File: config.mk
export PLATFORM = sky130hd
export DESIGN_NAME = s2rg_ctrl
export DESIGN_NICKNAME = d
export VERILOG_FILES = /design/src/sv/s2rg_pkg.sv /design/src/sv/s2rg_ctrl.sv
export VERILOG_INCLUDE_DIRS = /design/src /design/src/sv
export SDC_FILE = /design/constraint.sdc
export NUM_CORES = 1
export LEC_CHECK = 0
export BUFFER_PORTS_ARGS = -buffer_cell sky130_fd_sc_hd__buf_2
export CAP_MARGIN = 40
export CORE_MARGIN = 2
export CORE_UTILIZATION = 40
export CTS_BUF_LIST = sky130_fd_sc_hd__clkbuf_4 sky130_fd_sc_hd__clkbuf_8
export DETAILED_ROUTE_END_ITERATION = 12
export PLACE_DENSITY = 0.72
export SLEW_MARGIN = 10
export SYNTH_ARGS = -nofsm -noshare
export SYNTH_HDL_FRONTEND = slang
export SYNTH_SLANG_ARGS = --single-unit
File: constraint.sdc
create_clock -name clk -period 2.35 [get_ports clk]
set_clock_uncertainty 0.1 [all_clocks]
set_input_delay 0.235 -clock clk [delete_from_list [all_inputs] [get_ports clk]]
set_output_delay 0.235 -clock clk [all_outputs]
set_load 0.02 [all_outputs]
File: src/sv/scrolling_2d_ring_grid_core_macros.svh
// ----------------------------------------------------------------------------
// Scrolling ring grid assertion macros
// Concurrent check helpers; they expand to nothing in synthesis builds.
// ----------------------------------------------------------------------------
`ifndef SCROLLING_2D_RING_GRID_CORE_MACROS_SVH
`define SCROLLING_2D_RING_GRID_CORE_MACROS_SVH

`ifndef SYNTHESIS

// same-cycle implication
`define S2RG_ASSERT_IMPL(name, clk, rst, ante, cons) \
  name: assert property (@(posedge clk) disable iff (rst) (ante) |-> (cons)) \
    else $error("s2rg: same-cycle check failed");

// next-cycle implication
`define S2RG_ASSERT_NEXT(name, clk, rst, ante, cons) \
  name: assert property (@(posedge clk) disable iff (rst) (ante) |=> (cons)) \
    else $error("s2rg: next-cycle check failed");

`else

`define S2RG_ASSERT_IMPL(name, clk, rst, ante, cons)
`define S2RG_ASSERT_NEXT(name, clk, rst, ante, cons)

`endif

`endif

File: src/sv/s2rg_pkg.sv
// ----------------------------------------------------------------------------
// s2rg_pkg
// Shared types and constants of the scrolling ring grid.
// ----------------------------------------------------------------------------
`timescale 1ns / 1ps

package s2rg_pkg;

  localparam int DEF_MAX_ROWS   = 64;
  localparam int DEF_MAX_COLS   = 64;
  localparam int DEF_CELL_WIDTH = 64;

  localparam int IDX_W      = 7;
  localparam int SHIFT_W    = 8;
  localparam int CFG_IDX_W  = 2;
  localparam int CFG_DATA_W = 64;

  localparam logic [IDX_W-1:0] SIZE_RESET = 7'd64;

  typedef enum logic [1:0] {
    OP_READ  = 2'd0,
    OP_WRITE = 2'd1,
    OP_SHIFT = 2'd2,
    OP_NOP   = 2'd3
  } op_t;

  typedef enum logic [CFG_IDX_W-1:0] {
    CFG_ROWS_USED = 2'd0,
    CFG_COLS_USED = 2'd1,
    CFG_DEFAULT   = 2'd2
  } cfg_reg_t;

  typedef struct packed {
    logic clear_wr;
    logic accept;
    logic rem_start;
    logic rem_sel_delta;
    logic load_mod;
    logic shift_setup;
    logic rfill_wr;
    logic cfill_wr;
    logic rsp_load;
  } ctrl_cmd_t;

  typedef struct packed {
    logic clear_last;
    logic dirty;
    logic rem_busy;
    logic row_move;
    logic col_move;
    logic rfill_last;
    logic cfill_last;
    logic rsp_free;
  } dp_status_t;

endpackage

File: src/sv/s2rg_ctrl.sv
// ----------------------------------------------------------------------------
// s2rg_ctrl
// Controller FSM: clearing sweep, origin reduction, access, shift refill.
// ----------------------------------------------------------------------------
`timescale 1ns / 1ps
`include "scrolling_2d_ring_grid_core_macros.svh"

module s2rg_ctrl (
  input  logic                 clk,
  input  logic                 rst,
  input  logic                 req_valid,
  input  s2rg_pkg::op_t        req_op,
  input  s2rg_pkg::dp_status_t stat,
  output logic                 req_ready,
  output s2rg_pkg::ctrl_cmd_t  cmd
);

  typedef enum logic [6:0] {
    ST_CLEAR = 7'b0000001,
    ST_IDLE  = 7'b0000010,
    ST_MOD   = 7'b0000100,
    ST_SHDIV = 7'b0001000,
    ST_RFILL = 7'b0010000,
    ST_CFILL = 7'b0100000,
    ST_RESP  = 7'b1000000
  } state_t;

  state_t state;
  state_t state_next;

  always_ff @(posedge clk) begin
    if (rst) begin
      state <= ST_CLEAR;
    end else begin
      state <= state_next;
    end
  end

  always_comb begin
    state_next = state;
    cmd        = '0;
    req_ready  = (state == ST_IDLE) && !stat.dirty;
    unique case (state)
      ST_CLEAR: begin
        cmd.clear_wr = 1'b1;
        if (stat.clear_last) begin
          state_next = ST_IDLE;
        end
      end
      ST_IDLE: begin
        // a size change invalidates the cached origin remainders
        if (stat.dirty) begin
          cmd.rem_start = 1'b1;
          state_next    = ST_MOD;
        end else if (req_valid) begin
          cmd.accept = 1'b1;
          if (req_op == s2rg_pkg::OP_SHIFT) begin
            cmd.rem_start     = 1'b1;
            cmd.rem_sel_delta = 1'b1;
            state_next        = ST_SHDIV;
          end else begin
            state_next = ST_RESP;
          end
        end
      end
      ST_MOD: begin
        if (!stat.rem_busy) begin
          cmd.load_mod = 1'b1;
          state_next   = ST_IDLE;
        end
      end
      ST_SHDIV: begin
        if (!stat.rem_busy) begin
          cmd.shift_setup = 1'b1;
          if (stat.row_move) begin
            state_next = ST_RFILL;
          end else if (stat.col_move) begin
            state_next = ST_CFILL;
          end else begin
            state_next = ST_RESP;
          end
        end
      end
      ST_RFILL: begin
        cmd.rfill_wr = 1'b1;
        if (stat.rfill_last) begin
          state_next = stat.col_move ? ST_CFILL : ST_RESP;
        end
      end
      ST_CFILL: begin
        cmd.cfill_wr = 1'b1;
        if (stat.cfill_last) begin
          state_next = ST_RESP;
        end
      end
      ST_RESP: begin
        if (stat.rsp_free) begin
          cmd.rsp_load = 1'b1;
          state_next   = ST_IDLE;
        end
      end
      default: begin
        state_next = ST_IDLE;
      end
    endcase
  end

  `S2RG_ASSERT_NEXT(a_access_to_resp, clk, rst, cmd.accept && (req_op != s2rg_pkg::OP_SHIFT), state == ST_RESP)
  `S2RG_ASSERT_NEXT(a_rem_runs, clk, rst, cmd.rem_start, stat.rem_busy)
  `S2RG_ASSERT_IMPL(a_fill_after_rem, clk, rst, (state == ST_RFILL) || (state == ST_CFILL), !stat.rem_busy)

endmodule

==> results.json, run 1 <==
{
  "layout-drive-gt1-share_pct": 31.31,
  "pwr-share-seq_pct": 38.7,
  "hold_path_class": "in -> reg",
  "vias": 677,
  "power.density_nw_per_um2": 496.1,
  "syn-num-nets": 91,
  "syn_inst": 78,
  "synth-seq-cells": 7,
  "cp-start-kind": "flop",
  "grt_pass1_vias": 561,
  "status": "finished, final reports clean",
  "hold_buffers": 0,
  "ys.flop_type": "dfxtp_1",
  "place_congestion": 0.8129,
  "syn_area_per_cell_um2": 7.828,
  "dpl.hpwl_mm": 1.185,
  "pin_count": 23,
  "wire_per_inst_um": 13.38,
  "largest_register_ffs": 7,
  "yosysWarnings": 0,
  "setup_viol": 0,
  "min_period_over_period_pct": 85.89,
  "reg_top3": "state (7)",
  "synthDistinctLibCells": 34,
  "antenna_found_initial": 0,
  "grt_start_max_net_pins": 13,
  "syn_area_um2": 610.6,
  "largest_register": "state",
  "p_sw_share_pct": 33.93,
  "syn_to_final_growth_pct": 21.11,
  "ys_async_sr_fraction_pct": 0,
  "wl_mm": 1.539,
  "period_needed_ns": 2.018,
  "first_pass_iters": 4,
  "core_um2": 1471,
  "n_antenna_cell": 0,
  "worstPathRequired_ns": 2.02,
  "seq_area_frac_synth_pct": 22.95,
  "htree_num_levels": 1,
  "drtIter0Drc": 22,
  "cts_buffers": 3,
  "post_cts_buffers": 0,
  "synth_enable_flop_cells": 0,
  "final_cell_mix": "22 x buf_2, 9 x nor2_1, 7 x dfxtp_1",
  "final_hold_viol_count": 0,
  "antenna_left": 0,
  "cts.sinks": 7,
  "dp.cells": 111,
  "clockBufferDepth": 2,
  "ir_drop_mv": 0.2526,
  "post_cts_resized": 0,
  "start_util_pct": 41.50,
  "relSlewSlack_pct": 71.86,
  "root_buffer": "clkbuf_4",
  "combPwrFrac_pct": 26.0,
  "row_count": 14,
  "overflow": 0,
  "final_common_cell": "buf_2",
  "portBuffers": 22,
  "leakagePower_nw": 0.3285,
  "fmax_mhz": 495.5,
  "ff2ff_setup_slack_ns": 0.51,
  "rsz0062_at_grt": "false",
  "drc": 0,
  "crit_type": "reg -> out",
  "dieHeight_um": 43.07,
  "finalNonFillerCells": 115,
  "p_switching_mw": 0.1245,
  "p_clk_share_pct": 35.3,
  "dieArea_um2": 1855,
  "nets": 113,
  "cts_tree": "done",
  "clkSlewWorstSetupHoldPaths_ns": 0.06,
  "maxCapViolations": 0,
  "clock_latency_ns": 0.26,
  "worstPathArrival_ns": 1.68,
  "die_w_um": 43.07,
  "end_kind": "primary output",
  "routed_via_density": 5.887,
  "grt_pass1_wl_mm": 2.477,
  "slew_violations": 0,
  "crit_fanout": 9,
  "worst_pin_slew_ns": 0.4216,
  "grt_usage_pct": 17.74,
  "intPower_mw": 0.2424,
  "fin_tns_setup_ns": 0
}
cell usage after synthesis (3+ instances only):
| master | number | share of area (%) |
|---|---|---|
| inv_1 | 3 | 1.8 |
| nor2b_1 | 3 | 3.1 |
| nor2_1 | 9 | 5.5 |
| a21oi_1 | 4 | 3.3 |
| dfxtp_1 | 7 | 23 |
| nor3_1 | 3 | 2.5 |
| nand2b_1 | 4 | 4.1 |
| nand4_1 | 3 | 3.1 |
| nor4b_1 | 4 | 5.7 |
| nand2_1 | 3 | 1.8 |
| buf_2 | 4 | 3.3 |
| o21ai_0 | 3 | 2.5 |
worst paths after layout:
path	start	to	cells past startpoint
setup / recovery	state[1]	cmd[5]	5
setup reg to reg	state[3]	state[6]	5
hold reg to reg	state[0]	state[0]	2
hold / removal	stat[7]	state[0]	2
cells by family (layout without fill, tap and decap cells):
kind of cell,Yosys count,in the layout,synth area share (%)
and+or+nand+nor,44,44,43.85
AOI/OAI and AO/OA,16,16,22.34
buffers and inverters,9,30,7.992
DFF,7,7,22.95
xor gates and xnor gates,2,2,2.869
worst max-delay path: stages, from the launching register on:
cell and delay [ns]:
dfxtp_1 0.54, nor2b_1 0.22, nand3_1 0.12, nor2_1 0.20, and3_1 0.17, buf_2 0.16
power groups by stage:
stage                     logic (mW)  registers [mW]  clock network (mW)
final                         0.0953           0.142               0.130
after floorplan               0.0739           0.133                   0
after detailed placement      0.0949           0.144                   0
after global routing           0.105           0.144               0.137
after CTS                     0.0952           0.141               0.133
after global placement        0.0932           0.144                   0
through the flow:
stage	total power, mW	util [%]	hold slack (ns)	instance area (um2)	setup WS, ns
3_5_place_dp	0.2386	48.21	0.3488	709.4	0.4918
3_3_place_gp	0.2371	48.21	0.3408	709.4	0.5570
5_1_grt	0.3858	50.26	0.08031	739.5	0.2008
6_report	0.3669	50.26	0.07454	739.5	0.3317
4_1_cts	0.3691	50.26	0.07282	739.5	0.3475
2_1_floorplan	0.2071	-	0.2029	610.6	0.4751
layer usage:
metal  part of all wire [%]  GRT usage, %  vias up  routed length, um
li1                       -             -      340                  -
met1                     45         22.31      313                692
met2                     47         26.36       19                728
met3                    6.3         7.660        5                 97
met4                    1.3         7.273        0                 20
met5                      0             0        -                  0
final cells by class:
type                       instances  area, um2
inverter                           4      17.52
sequential                         7      140.1
timing repair buffer              22      110.1
clock buffer                       4      30.03
fill                             152      732.0
tap                               16      20.02
multi-input combinational         62      421.7
Power figures use the tool's default switching activity.
==> inputs of run 2 (changes only) <==
--- a/config.mk
+++ b/config.mk
@@ -6,6 +6,7 @@
 export SDC_FILE = /design/constraint.sdc
 export NUM_CORES = 1
 export LEC_CHECK = 0
+export ABC_AREA = 1
 export BUFFER_PORTS_ARGS = -buffer_cell sky130_fd_sc_hd__buf_2
 export CAP_MARGIN = 40
 export CORE_MARGIN = 2
==> results.json, run 2 <==
{
  "status": "finished, final reports clean",
  "synth_top_area_cell": "dfxtp_1",
  "root_buffer": "clkbuf_4",
  "start_util_pct": 41.58,
  "synth-seq-cells": 7,
  "worstPathArrival_ns": 1.45,
  "end_kind": "primary output",
  "syn_to_final_growth_pct": 26.18,
  "htree_num_levels": 1,
  "yosys.area_share.simple_pct": 58.49,
  "wire_per_inst_um": 10.24,
  "finalNonFillerCells": 149,
  "seq_area_frac_synth_pct": 22.90,
  "min_period_over_period_pct": 75.81,
  "power.density_nw_per_um2": 873.7,
  "antenna_found_initial": 0,
  "grt_pass1_wl_mm": 2.525,
  "syn_inst": 107,
  "ir_drop_mv": 0.4108,
  "synth_enable_flop_cells": 0,
  "setup_viol": 0,
  "synth_compound_area_share_pct": 6.953,
  "portBuffers": 22,
  "die_w_um": 43.11,
  "yosysMostFrequentCell": "nand2_1",
  "n_antenna_cell": 0,
  "whs_path_depth": 2,
  "reg_top3": "state (7)",
  "nets": 147,
  "clockBufferDepth": 2,
  "ys.flop_type": "dfxtp_1",
  "final_cell_mix": "24 x nand2_1, 22 x buf_2, 20 x nor2_1",
  "core_um2": 1471,
  "syn_area_um2": 611.8,
  "cts.sinks": 7,
  "relSlewSlack_pct": 82.91,
  "largest_register_ffs": 7,
  "maxCapViolations": 0,
  "clock_latency_ns": 0.25,
  "worst_pin_slew_ns": 0.2545,
  "cts_tree": "done",
  "layout-drive-gt1-share_pct": 31.58,
  "drtIter0Drc": 22,
  "nFillCells": 163,
  "dieArea_um2": 1858,
  "synth_top_family_by_area": "simple AND/OR/NAND/NOR gates",
  "row_count": 14,
  "vias": 732,
  "slew_violations": 0,
  "grt_usage_pct": 17.82,
  "cts_buffers": 3,
  "hold_path_class": "in -> reg",
  "routed_via_density": 4.913,
  "grt_pass1_vias": 658,
  "crit_type": "reg -> out",
  "synthXorXnorAreaFrac_pct": 0,
  "post_cts_buffers": 0,
  "rr_worst_depth": 10,
  "final_hold_viol_count": 0,
  "drc": 0,
  "post_cts_resized": 0,
  "synthDistinctLibCells": 16,
  "grt_start_max_net_pins": 9,
  "synth_fa_ha_area_share_pct": 0,
  "dieHeight_um": 43.11,
  "ys_async_sr_fraction_pct": 0,
  "place_congestion": 0.8937,
  "leakagePower_nw": 0.4255,
  "cp-start-kind": "flop",
  "area.sequential_um2": 140.1,
  "synthMuxAreaShare_pct": 0,
  "clkSlewWorstSetupHoldPaths_ns": 0.05,
  "dpl.hpwl_mm": 1.275,
  "wl_mm": 1.526,
  "dp.cells": 145,
  "crit_fanout": 8,
  "fin_util_pct": 52.47,
  "final_common_cell": "nand2_1",
  "multiInputGateArea_um2": 400.4,
  "pin_count": 23,
  "yosys-top-cells-area": "dfxtp_1 23%, nand2_1 15%, nor2_1 12%",
  "yosysWarnings": 0,
  "ys_top_cells_by_count": "24 x nand2_1, 20 x nor2_1, 13 x nand3_1",
  "antenna_left": 0,
  "syn-num-nets": 120,
  "hold_buffers": 0,
  "overflow": 0,
  "fmax_mhz": 561.3,
  "first_pass_iters": 4,
  "worstPathRequired_ns": 2.02,
  "period_needed_ns": 1.781,
  "rsz0062_at_grt": "false",
  "largest_register": "state",
  "fin_tns_setup_ns": 0,
  "synth_top_cell_area_share_pct": 22.90,
  "syn_area_per_cell_um2": 5.718
}
[run 2: cell count changes in the layout (fill, tap and decap cells not counted), moves of 3 or more]
cell      before  now
inv_2          0    7
o21ai_0        3    0
nand2_2        0    3
nor2_4         0    4
inv_1          3   12
nand3_1        2   13
nor4b_1        4    0
nand2b_1       4    0
nand2_1        3   24
nor2_1         9   20
nor2b_1        3    0
[run 2: metrics by stage]
stage          setup slack (ns)  instance area, um2  total power, mW  hold WS [ns]
6_report                 0.5685               772.0           0.6745        0.1030
5_1_grt                  0.4169               772.0           0.7387       0.09689
4_1_cts                  0.5621               772.0           0.6799       0.09634
3_5_place_dp             0.8382               742.0           0.5592        0.3598
3_3_place_gp             0.8560               742.0           0.5550        0.3608
2_1_floorplan            0.6504               611.8           0.4725        0.2041
[run 2: critical path, cell delays in order, from the launching register on]
cell and delay, ns:
dfxtp_1 0.35, inv_2 0.08, nand2_2 0.06, nor2_4 0.19, nand2_4 0.12, o31ai_1 0.19, buf_2 0.20
[run 2: cells by family (layout without fill, tap and decap cells)]
logic type             after synthesis  in the layout
AO/OA/AOI/OAI                        8              8
buffers and inverters               19             45
flip-flops                           7              7
AND/OR/NAND/NOR                     73             73
[run 2: area by class of cell]
class,count,share of cell area (%)
multi-input combinational,81,51.86
sequential,7,18.15
timing repair buffer,22,14.26
inverter,19,9.238
clock buffer,4,3.890
tap,16,2.593
[run 2: per-layer routing]
| metal | wire length, um | part of all wire [%] | GRT usage (%) |
|---|---|---|---|
| met1 | 641 | 42 | 20.20 |
| met2 | 751 | 49 | 30.75 |
| met4 | 34 | 2.2 | 10.30 |
| met5 | 0 | 0 | 0 |
| met3 | 99 | 6.5 | 2.979 |
[run 2: path summary, 6_finish.rpt]
path,from,endpoint,slack (ns)
setup / recovery,state[4],cmd[6],0.57
hold / removal,rst,state[5],0.10
setup reg to reg,state[2],state[3],0.86
hold reg to reg,state[4],state[4],0.46
[run 2: power by group]
part	internal, mW	switching, mW
Combinational	0.124	0.255
Clock	0.0762	0.0422
Sequential	0.149	0.0276
Total	0.350	0.325
==> inputs of run 3 (changes only) <==
--- a/config.mk
+++ b/config.mk
@@ -6,7 +6,7 @@
 export SDC_FILE = /design/constraint.sdc
 export NUM_CORES = 1
 export LEC_CHECK = 0
-export ABC_AREA = 1
+export ABC_AREA = 0
 export BUFFER_PORTS_ARGS = -buffer_cell sky130_fd_sc_hd__buf_2
 export CAP_MARGIN = 40
 export CORE_MARGIN = 2
==> constraint.sdc (replaced) <==
create_clock -name clk -period 1.7 [get_ports clk]
set_clock_uncertainty 0.1 [all_clocks]
set_input_delay 0.17 -clock clk [delete_from_list [all_inputs] [get_ports clk]]
set_output_delay 0.17 -clock clk [all_outputs]
set_load 0.02 [all_outputs]
==> results.json, run 3 (synthesis gave the netlist of run 1 again) <==
{
  "largest_register": "state",
  "rsz0062_at_grt": "true",
  "largest_register_ffs": 7,
  "final_cell_mix": "17 x buf_2, 13 x buf_4, 8 x buf_6",
  "ir_drop_mv": 0.4737,
  "hold_buffers": 0,
  "overflow": 0,
  "nets": 129,
  "dieHeight_um": 43.07,
  "layout-drive-gt1-share_pct": 60.00,
  "first_pass_iters": 4,
  "final_common_cell": "buf_2",
  "cts_tree": "done",
  "setup_viol": 4,
  "fin_util_pct": 68.79,
  "fin_tns_setup_ns": -0.09319,
  "ff2ff_setup_slack_ns": -0.02,
  "clockBufferDepth": 2,
  "cts.sinks": 7,
  "portBuffers": 22,
  "wire_per_inst_um": 15.87,
  "slew_violations": 0,
  "reg_top3": "state (7)",
  "post-route-worst-setup-slack_ns": -0.05446,
  "violations": "negative setup slack",
  "power.density_nw_per_um2": 568.3,
  "place_ws_ns": 0.02559,
  "antenna_found_initial": 0,
  "grt_usage_pct": 22.93,
  "period_needed_ns": 1.754,
  "worstPathArrival_ns": 1.48,
  "hold_path_class": "in -> reg",
  "worstPathRequired_ns": 1.43,
  "grt_pass1_wl_mm": 3.167,
  "die_w_um": 43.07,
  "final_hold_viol_count": 0,
  "relSlewSlack_pct": 77.62,
  "leakagePower_nw": 0.4387,
  "fmax_mhz": 570.0,
  "min_period_over_period_pct": 103.2,
  "antenna_left": 0,
  "drc": 0,
  "clkSlewWorstSetupHoldPaths_ns": 0.06,
  "placed_area_um2": 799.5,
  "grt_start_max_net_pins": 10,
  "start_util_pct": 41.50,
  "root_buffer": "clkbuf_4",
  "worst_pin_slew_ns": 0.3311,
  "cp-start-kind": "flop",
  "dpl.hpwl_mm": 1.389,
  "drtIter0Drc": 20,
  "grt_pass1_vias": 714,
  "cts_buffers": 3,
  "pin_count": 23,
  "clock_latency_ns": 0.26,
  "row_count": 14,
  "wl_mm": 2.079,
  "final_area_um2": 1012,
  "vias": 774,
  "place_congestion": 0.8880,
  "crit_type": "reg -> out",
  "n_antenna_cell": 0,
  "crit_fanout": 4,
  "syn_to_final_growth_pct": 65.78,
  "rr_worst_depth": 6,
  "htree_num_levels": 1,
  "routed_via_density": 5.908,
  "whs_path_depth": 2,
  "maxCapViolations": 0,
  "dieArea_um2": 1855,
  "end_kind": "primary output",
  "core_um2": 1471,
  "nFillCells": 127,
  "status": "finished, violations left"
}
run 3: final cells by class:
cell class / count / area, um2 / share of cell area, %
tap: 16 / 20.02 / 1.978
timing repair buffer: 38 / 272.8 / 26.95
inverter: 4 / 17.52 / 1.731
multi-input combinational: 62 / 518.0 / 51.17
clock buffer: 4 / 30.03 / 2.967
sequential: 7 / 153.9 / 15.20
run 3: what timing repair did:
| action | in CTS | in global routing |
|---|---|---|
| gates resized for setup | 20 | 20 |
| pin swaps | 5 | 7 |
| setup endpoints to repair | 9 | 12 |
| setup buffers | 5 | 1 |
run 3: worst paths after layout:
check | start | to
min reg2reg | state[6] | state[6]
max reg2reg | state[3] | state[6]
min | stat[7] | state[0]
max | state[3] | cmd[5]
run 3: critical path, stage by stage (launching register included):
cell and delay [ns]:
dfxtp_2 0.33, buf_6 0.13, nor3_4 0.19, nand3_2 0.13, nor2_4 0.14, and3_4 0.20
buf_6 0.11
run 3: report_power, final:
group	total, mW	switching (mW)	internal, mW
clock network	0.175	0.0693	0.106
registers	0.203	0.0262	0.176
logic	0.197	0.101	0.0968
run 3: per-layer routing:
metal | vias up | track usage (%) | wire (um)
met3 | 8 | 2.979 | 95
met2 | 25 | 36.67 | 1010
met5 | - | 0 | 0
met4 | 0 | 13.94 | 65
li1 | 369 | - | -
met1 | 372 | 28.94 | 907
run 3: stage by stage:
step	std cells	hold slack, ns	total power [mW]
5_1_grt	131	0.02429	0.6053
3_3_place_gp	121	0.2857	0.3503
4_1_cts	130	0.01806	0.5399
2_1_floorplan	78	0.1379	0.2886
6_report	131	0.007302	0.5752
3_5_place_dp	121	0.2816	0.3516
